<file path="src/rtl/core/dem_tile_nodata_repair_border_macros.svh">
// Assertion macros for the tile store RTL, included by the datapath.
`ifndef DEM_TILE_NODATA_REPAIR_BORDER_MACROS_SVH
`define DEM_TILE_NODATA_REPAIR_BORDER_MACROS_SVH
`ifndef SYNTHESIS
`define DTNRB_ASSERT(lbl, clk, rst, prop) \
  lbl: assert property (@(posedge clk) disable iff (rst) prop) else $error("dtnrb check failed");
`define DTNRB_NEVER(lbl, clk, rst, cond) \
  lbl: assert property (@(posedge clk) disable iff (rst) !(cond)) else $error("dtnrb bad condition");
`else
`define DTNRB_ASSERT(lbl, clk, rst, prop)
`define DTNRB_NEVER(lbl, clk, rst, cond)
`endif
`endif

</file>
<file path="src/rtl/core/dtnrb_pkg.sv">
package dtnrb_pkg;

  localparam int MAX_TILE = 256;
  localparam int STRIDE   = MAX_TILE + 2;
  localparam int DEPTH    = STRIDE * STRIDE;
  localparam int AW       = $clog2(DEPTH);
  localparam int CW       = 10;
  localparam int DW       = $clog2(MAX_TILE + 1);
  localparam int EW       = 22;
  localparam int FW       = 16;
  localparam int CFG_IW   = 2;
  localparam int CFG_DW   = 16;

  localparam logic [CFG_IW-1:0] CFG_ENCODING  = 2'd0;
  localparam logic [CFG_IW-1:0] CFG_TILE_SIZE = 2'd1;
  localparam logic [CFG_IW-1:0] CFG_FLOOR     = 2'd2;

  typedef enum logic [1:0] {
    REQ_LOAD  = 2'd0,
    REQ_FINAL = 2'd1,
    REQ_READ  = 2'd2,
    REQ_WRITE = 2'd3
  } req_t;

  localparam logic [1:0] ST_OK        = 2'd0;
  localparam logic [1:0] ST_NOT_FINAL = 2'd1;
  localparam logic [1:0] ST_BAD_COORD = 2'd2;

  typedef enum logic [2:0] {
    TAG_NONE,
    TAG_SCAN,
    TAG_REPAIR,
    TAG_COPY,
    TAG_STATS,
    TAG_READ
  } tag_t;

  typedef enum logic [1:0] {
    OP_NONE,
    OP_EXEC,
    OP_WALK
  } op_t;

  typedef struct packed {
    op_t                   op;
    tag_t                  tag;
    logic signed [CW-1:0]  ax;
    logic signed [CW-1:0]  ay;
    logic signed [CW-1:0]  bx;
    logic signed [CW-1:0]  by;
    logic                  capture;
    logic                  commit;
    logic                  fin_done;
    logic                  out_load;
  } cmd_t;

  typedef struct packed {
    req_t          req;
    logic          busy;
    logic          found;
    logic          out_free;
    logic [DW-1:0] dim;
  } sts_t;

endpackage

</file>
<file path="src/rtl/core/dtnrb_ctrl.sv">
module dtnrb_ctrl import dtnrb_pkg::*; (
  input  logic clk,
  input  logic rst,
  input  logic in_valid,
  output logic in_stall,
  input  sts_t sts,
  output cmd_t cmd
);

  typedef enum logic [3:0] {
    S_IDLE,
    S_EXEC,
    S_SCAN,
    S_SCAN_DR,
    S_REPAIR,
    S_REPAIR_DR,
    S_COLS,
    S_COLS_DR,
    S_ROWS,
    S_ROWS_DR,
    S_STATS,
    S_STATS_DR,
    S_DONE
  } state_t;

  state_t               state;
  logic signed [CW-1:0] cx;
  logic signed [CW-1:0] cy;
  logic                 sub;
  logic signed [CW-1:0] dp;
  logic signed [CW-1:0] dm1;
  logic                 row_end;
  logic                 tile_end;

  assign dp       = $signed(CW'(sts.dim));
  assign dm1      = dp - CW'(1);
  assign row_end  = cx == dm1;
  assign tile_end = row_end && cy == dm1;
  assign in_stall = state != S_IDLE;

  always_ff @(posedge clk) begin
    if (rst) begin
      state <= S_IDLE;
      cx    <= '0;
      cy    <= '0;
      sub   <= 1'b0;
    end else begin
      unique case (state)
        S_IDLE: begin
          if (in_valid) state <= S_EXEC;
        end
        S_EXEC: begin
          cx  <= '0;
          cy  <= '0;
          sub <= 1'b0;
          state <= (sts.req == REQ_FINAL) ? S_SCAN : S_DONE;
        end
        S_SCAN, S_REPAIR, S_STATS: begin
          if (row_end) begin
            cx <= '0;
            cy <= cy + CW'(1);
          end else begin
            cx <= cx + CW'(1);
          end
          if (tile_end) begin
            unique case (state)
              S_SCAN:   state <= S_SCAN_DR;
              S_REPAIR: state <= S_REPAIR_DR;
              default:  state <= S_STATS_DR;
            endcase
          end
        end
        S_SCAN_DR: begin
          if (!sts.busy) begin
            cx <= '0;
            cy <= '0;
            state <= sts.found ? S_REPAIR : S_COLS;
          end
        end
        S_REPAIR_DR: begin
          if (!sts.busy) begin
            cy <= '0;
            sub <= 1'b0;
            state <= S_COLS;
          end
        end
        S_COLS: begin
          sub <= !sub;
          if (sub) begin
            cy <= cy + CW'(1);
            if (cy == dm1) state <= S_COLS_DR;
          end
        end
        S_COLS_DR: begin
          if (!sts.busy) begin
            cx  <= -CW'(1);
            sub <= 1'b0;
            state <= S_ROWS;
          end
        end
        S_ROWS: begin
          sub <= !sub;
          if (sub) begin
            cx <= cx + CW'(1);
            if (cx == dp) state <= S_ROWS_DR;
          end
        end
        S_ROWS_DR: begin
          if (!sts.busy) begin
            cx <= '0;
            cy <= '0;
            state <= S_STATS;
          end
        end
        S_STATS_DR: begin
          if (!sts.busy) state <= S_DONE;
        end
        S_DONE: begin
          if (!sts.busy && sts.out_free) state <= S_IDLE;
        end
        default: state <= S_IDLE;
      endcase
    end
  end

  always_comb begin
    cmd          = '0;
    cmd.op       = OP_NONE;
    cmd.tag      = TAG_NONE;
    cmd.ax       = cx;
    cmd.ay       = cy;
    cmd.bx       = cx;
    cmd.by       = cy;
    cmd.capture  = state == S_IDLE && in_valid;
    unique case (state)
      S_EXEC: cmd.op = OP_EXEC;
      S_SCAN: begin
        cmd.op  = OP_WALK;
        cmd.tag = TAG_SCAN;
      end
      S_REPAIR: begin
        cmd.op  = OP_WALK;
        cmd.tag = TAG_REPAIR;
      end
      S_STATS: begin
        cmd.op  = OP_WALK;
        cmd.tag = TAG_STATS;
      end
      S_COLS: begin
        cmd.op  = OP_WALK;
        cmd.tag = TAG_COPY;
        cmd.ax  = sub ? dm1 : CW'(0);
        cmd.bx  = sub ? dp : -CW'(1);
      end
      S_ROWS: begin
        // top row takes row 0, bottom row the last interior row, corners included
        cmd.op  = OP_WALK;
        cmd.tag = TAG_COPY;
        cmd.ay  = sub ? dm1 : CW'(0);
        cmd.by  = sub ? dp : -CW'(1);
      end
      S_SCAN_DR: cmd.commit = !sts.busy;
      S_STATS_DR: cmd.fin_done = !sts.busy;
      S_DONE: cmd.out_load = !sts.busy && sts.out_free;
      default: ;
    endcase
  end

endmodule

</file>
<file path="config.mk">
export PLATFORM = sky130hd
export DESIGN_NAME = dtnrb_ctrl
export DESIGN_NICKNAME = d
export VERILOG_FILES = /design/src/rtl/core/dem_tile_nodata_repair_border_macros.svh /design/src/rtl/core/dtnrb_pkg.sv /design/src/rtl/core/dtnrb_ctrl.sv
export SDC_FILE = /design/constraint.sdc
export NUM_CORES = 1
export LEC_CHECK = 0
export BUFFER_PORTS_ARGS = -buffer_cell sky130_fd_sc_hd__buf_2
export CAP_MARGIN = 10
export CORE_MARGIN = 2
export CORE_UTILIZATION = 25
export CTS_BUF_LIST = sky130_fd_sc_hd__clkbuf_8
export DETAILED_ROUTE_END_ITERATION = 8
export REMOVE_ABC_BUFFERS = 1
export SYNTH_ARGS = -nofsm -noshare
export SYNTH_HDL_FRONTEND = slang
export SYNTH_SLANG_ARGS = --single-unit
</file>
<file path="constraint.sdc">
create_clock -name clk -period 6.1 [get_ports clk]
set_input_delay 1.22 -clock clk [delete_from_list [all_inputs] [get_ports clk]]
set_output_delay 1.22 -clock clk [all_outputs]
set_load 0.01 [all_outputs]
</file>
Yosys cells after proc, flatten, opt, wreduce, memory -nomap -nowiden
Cells that the tools add are included.
{"block": "totals", "ff_bits": 25, "word_cells": 96}
{"block": "op_classes", "addsub": 3, "eq_ne": 32, "mux": 37, "reduce_logical": 20}
{"op": "two-way mux 10 bit", "count": 12}
{"op": "two-way mux 4 bit", "count": 13}
{"op": "one-hot mux 10 bit (5 select lines)", "count": 1}
{"op": "one-hot mux 4 bit (11 select lines)", "count": 1}
{"op": "one-hot mux 10 bit (4 select lines)", "count": 1}
{"op": "inequality test 2 bit, second input constant", "count": 16}
{"op": "equality test 10 bit", "count": 3}
{"op": "adder 10 x 2 -> 10 bit, second input constant", "count": 2}
{"op": "equality test 4 bit, second input constant", "count": 5}
{"op": "equality test 4 x 3 -> 1 bit, second input constant", "count": 4}
{"op": "one-hot mux 3 bit (4 select lines)", "count": 1}
{"op": "AND reduction 12 bit", "count": 1}
{"op": "subtractor 9 x 1 -> 10 bit, second input constant", "count": 1}
{"op": "equality test 4 x 2 -> 1 bit, second input constant", "count": 2}
{"op": "one-hot mux 4 bit (2 select lines)", "count": 1}
{"op": "AND reduction 4 bit", "count": 2}
{"op": "nonzero test 4 bit", "count": 2}
{"op": "OR reduction 2 bit", "count": 3}
{"op": "OR reduction 3 bit", "count": 2}
{"op": "nonzero test 5 bit", "count": 1}
{"op": "OR reduction 5 bit", "count": 1}
{"op": "equality test 4 x 1 -> 1 bit, second input constant", "count": 1}
{"op": "logical NOT 4 bit", "count": 1}
{"op": "two-way mux 1 bit", "count": 4}
{"op": "8 further kinds", "count": 11}

Logic depth before layout (Yosys ltp)
{"block": "depth", "ltp_word": 5, "depth_mapped": 11, "depth_no_buf": 10}

Least setup slack after synthesis
Ideal clock, no wire load.
{"block": "synth_timing", "path_type": "input -> output", "startpoint": "input port sts[0] (netlist bit)", "endpoint": "output port cmd[30] (netlist bit)", "arrival_time_ns": 2.558, "setup_slack_ns": 2.322, "stages": 7, "n_path_buf": 0, "path_cell_list": "inv_1 > ha_1 > nor4b_2 > nor2b_1 > xor2_1 > nand2_1 > o21ai_0"}
{"item": "start: declaration", "line": "dtnrb_ctrl.sv:6", "text": "input sts_t sts,"}
{"item": "end: declaration", "line": "dtnrb_ctrl.sv:7", "text": "output cmd_t cmd"}

==> metrics.yaml <==
drc: 0
slowest_stage: "nor4b_2"
critPathMaxFanout: 6
wl_met1_um: 4390
grt_pass1_wl_um: 14500
power_density_mw_per_mm2: 263
worstReg2RegStart: "state[0]"
synth_flop_cell: "dfxtp_1"
detailedPlace.worstSlack_ns: 1.83
postRouteAntennaNets: 0
grt_pass1_vias: 2862
antenna_found_initial: 0
crit_type: "in2out"
wl_per_cell_um: 15.2
synth.cell_area_mm2: 0.00284
fp-row-count: 38
core_region_area_mm2: 0.0109
synth_top_family_by_area: "simple AND/OR/NAND/NOR gates"
path_delay_family: "simple AND/OR/NAND/NOR gates"
clock_skew_ns: 0.0128
root_buffer: "clkbuf_8"
cts_tree: "yes"
hold_path_startpoint: "cy[8]"
vias: 3078
slew_headroom: 0.162
crit_path_end_kind: "output port"
met3_length_um: 573
rsz0062_at_grt: "no"
timing.rr.end: "cx[2]"
syn_area_per_cell_um2: 6.87
synth_compound_area_frac: 0.260
cp.buffers_inverters: 3
firstDrtPassIters: 7
arrival_ns: 3.07
worstPathRequired_ns: 4.88
ys_types: 70
synth_fa_ha_area_frac: 0.0132
yosysWarningCount: 0
syn_inst: 413
first_iter_violations: 288
grt_max_degree: 32
syn2layout_area_growth_pct: 11.1
worst_pin_slew_ns: 1.25
io_pins: 67
clkTransAtPathRegs_ns: 0.10
antennaDiodeCount: 0
cts_sinks: 25
port_buffers: 66
topRoutingLayerUsed: "met4"
met2_length_um: 3870
hold_viol: 0
post_cts_buffers: 0
synth-seq-area-share: 0.176
peakVddDrop_v: 0.000167
synth_xor_area_frac: 0.113
post_cts_resized: 0
numCtsBuffers: 3
cts_buffer_depth: 2
drt_wl_total_um: 8900
worstPathCellList: "buf_2, inv_1, ha_1, nor4b_2, nor2b_1, xor2_1, nand2_1, o21ai_0, buf_2"
leakage_nw: 1.24
start_kind: "input port"
place_congestion: 0.858
hold-path-cell-count: 2
finalCritPeriodShare: 0.704
vias_per_cell: 5.24
clock.fmax_ghz: 0.233
start_util: 0.259
r2r_slack_ns: 2.82
async_reset_ff_frac: 0
hpwl_um: 6650
status: "complete, no violations"
min_to: "cy[8]"
yosys.area_share.simple: 0.330
cp_common_cell: "buf_2"
min_period_ns: 4.29
synthMuxAreaShare: 0.0106
overflow: 0
drive_gt1_frac: 0.192
die_h_um: 111
slew_violations: 0
synth-edff-count: 0
h-tree-depth: 1
track_usage: 0.142
hold_path_class: "reg2reg"
drv_cap: 0
rr_worst_depth: 8
die_width_um: 111
fin_nets: 468
tns_ns: 0
cts_hold_buf: 0
cp_slowest_stage_delay_ns: 0.54
dieArea_mm2: 0.0122
clk_latency_ns: 0.28
ys_ff_latch: 25
final-setup-viol-count: 0
setup_ws_ns: 1.81
## cells in the mapped netlist, types with 4 or more instances
master | instances | area (um^2)
inv_1 | 9 | 33.8
o31ai_1 | 4 | 30.0
clkbuf_1 | 24 | 90.1
o22ai_1 | 7 | 43.8
nor3_1 | 7 | 35.0
xnor2_1 | 20 | 175
nor2b_1 | 4 | 25.0
clkbuf_8 | 5 | 68.8
nand4_1 | 7 | 43.8
nand2b_1 | 9 | 56.3
a21oi_1 | 22 | 110
a31oi_1 | 10 | 62.6
and3_1 | 5 | 31.3
and2_1 | 6 | 37.5
a21boi_0 | 4 | 30.0
buf_6 | 4 | 45.0
nand2_1 | 56 | 210
xor2_1 | 14 | 123
dfxtp_1 | 25 | 500
o21ai_0 | 44 | 220
nand3_1 | 11 | 55.1
nor2_1 | 49 | 184
## how the worst max path moves through the flow
stage	slack [ns]	end	startpoint	depth (start not counted)
2_1_floorplan	2.32	cmd[30]	sts[0]	7
3_3_place_gp	1.86	cmd[30]	sts[0]	9
3_5_place_dp	1.83	cmd[30]	sts[0]	9
4_1_cts	1.83	cmd[30]	sts[0]	9
5_1_grt	1.58	cmd[40]	sts[0]	9
6_report	1.81	cmd[30]	sts[0]	9
## power by group
group	total, mW	internal [mW]	switching [mW]
combinational	0.474	0.172	0.302
sequential	0.253	0.179	0.0748
clock	0.103	0.0459	0.0573
## registers in the layout, indices dropped and copies added (netlist names)
register	flops
cx	10
cy	10
sub	1
state	4
## tightest hold or removal path: cells and delay by family (launching register included)
kind | cells | cell delay [ns]
AO/OA/AOI/OAI | 2 | 0.15
flip-flops | 1 | 0.38
## logic make-up (layout without fill, tap and decap cells)
kind of cell             Yosys count  count (layout)
multiplexers                       3               3
AO/OA/AOI/OAI                    117             117
buffers and inverters             46              80
flip-flops                        25              25
AND/OR/NAND/NOR                  184             184
XOR/XNOR                          35              35
adder cells (fa/ha/maj)            3               3
## cell type report
cell class	count	area [um^2]
clock buffer	3	41.3
clock inverter	1	5.00
fill	1201	7780
inverter	10	37.5
multi-input combinational	342	2060
sequential	25	500
tap	140	175
timing repair buffer	66	330
## per-stage QoR
stage                     cells  hold slack (ns)  area, um^2  total power, mW  utilization
after floorplan             377            0.487        2600            0.559            -
after global placement      583            0.537        3110            0.714        0.284
after detailed placement    583            0.543        3110            0.723        0.284
after CTS                   587            0.557        3150            0.829        0.288
after global routing        587            0.576        3150            0.898        0.288
final                       587            0.564        3150            0.831        0.288
## placed cells by master, fill, tap and decap left out, drive strengths merged, types with 4 or more instances in the layout
cell and n:
nor2b 4, inv 9, and3 5, xnor2 20, nor2 50, o31ai 4, and2 6, a31oi 10
nand4 8, o22ai 7, nand2b 9, nand3 11, dfxtp 25, o21ai 48, nand2 57, a21oi 22
a21boi 6, nor3 8, buf 66, xor2 14
## routing by layer
metal  global-route usage  up-vias
li1                     -     1520
met1                0.202     1414
met2                0.227      140
met3               0.0165        4
met4               0.0400        0
met5                    0        -
No activity file was read; power rests on OpenSTA's default activity.
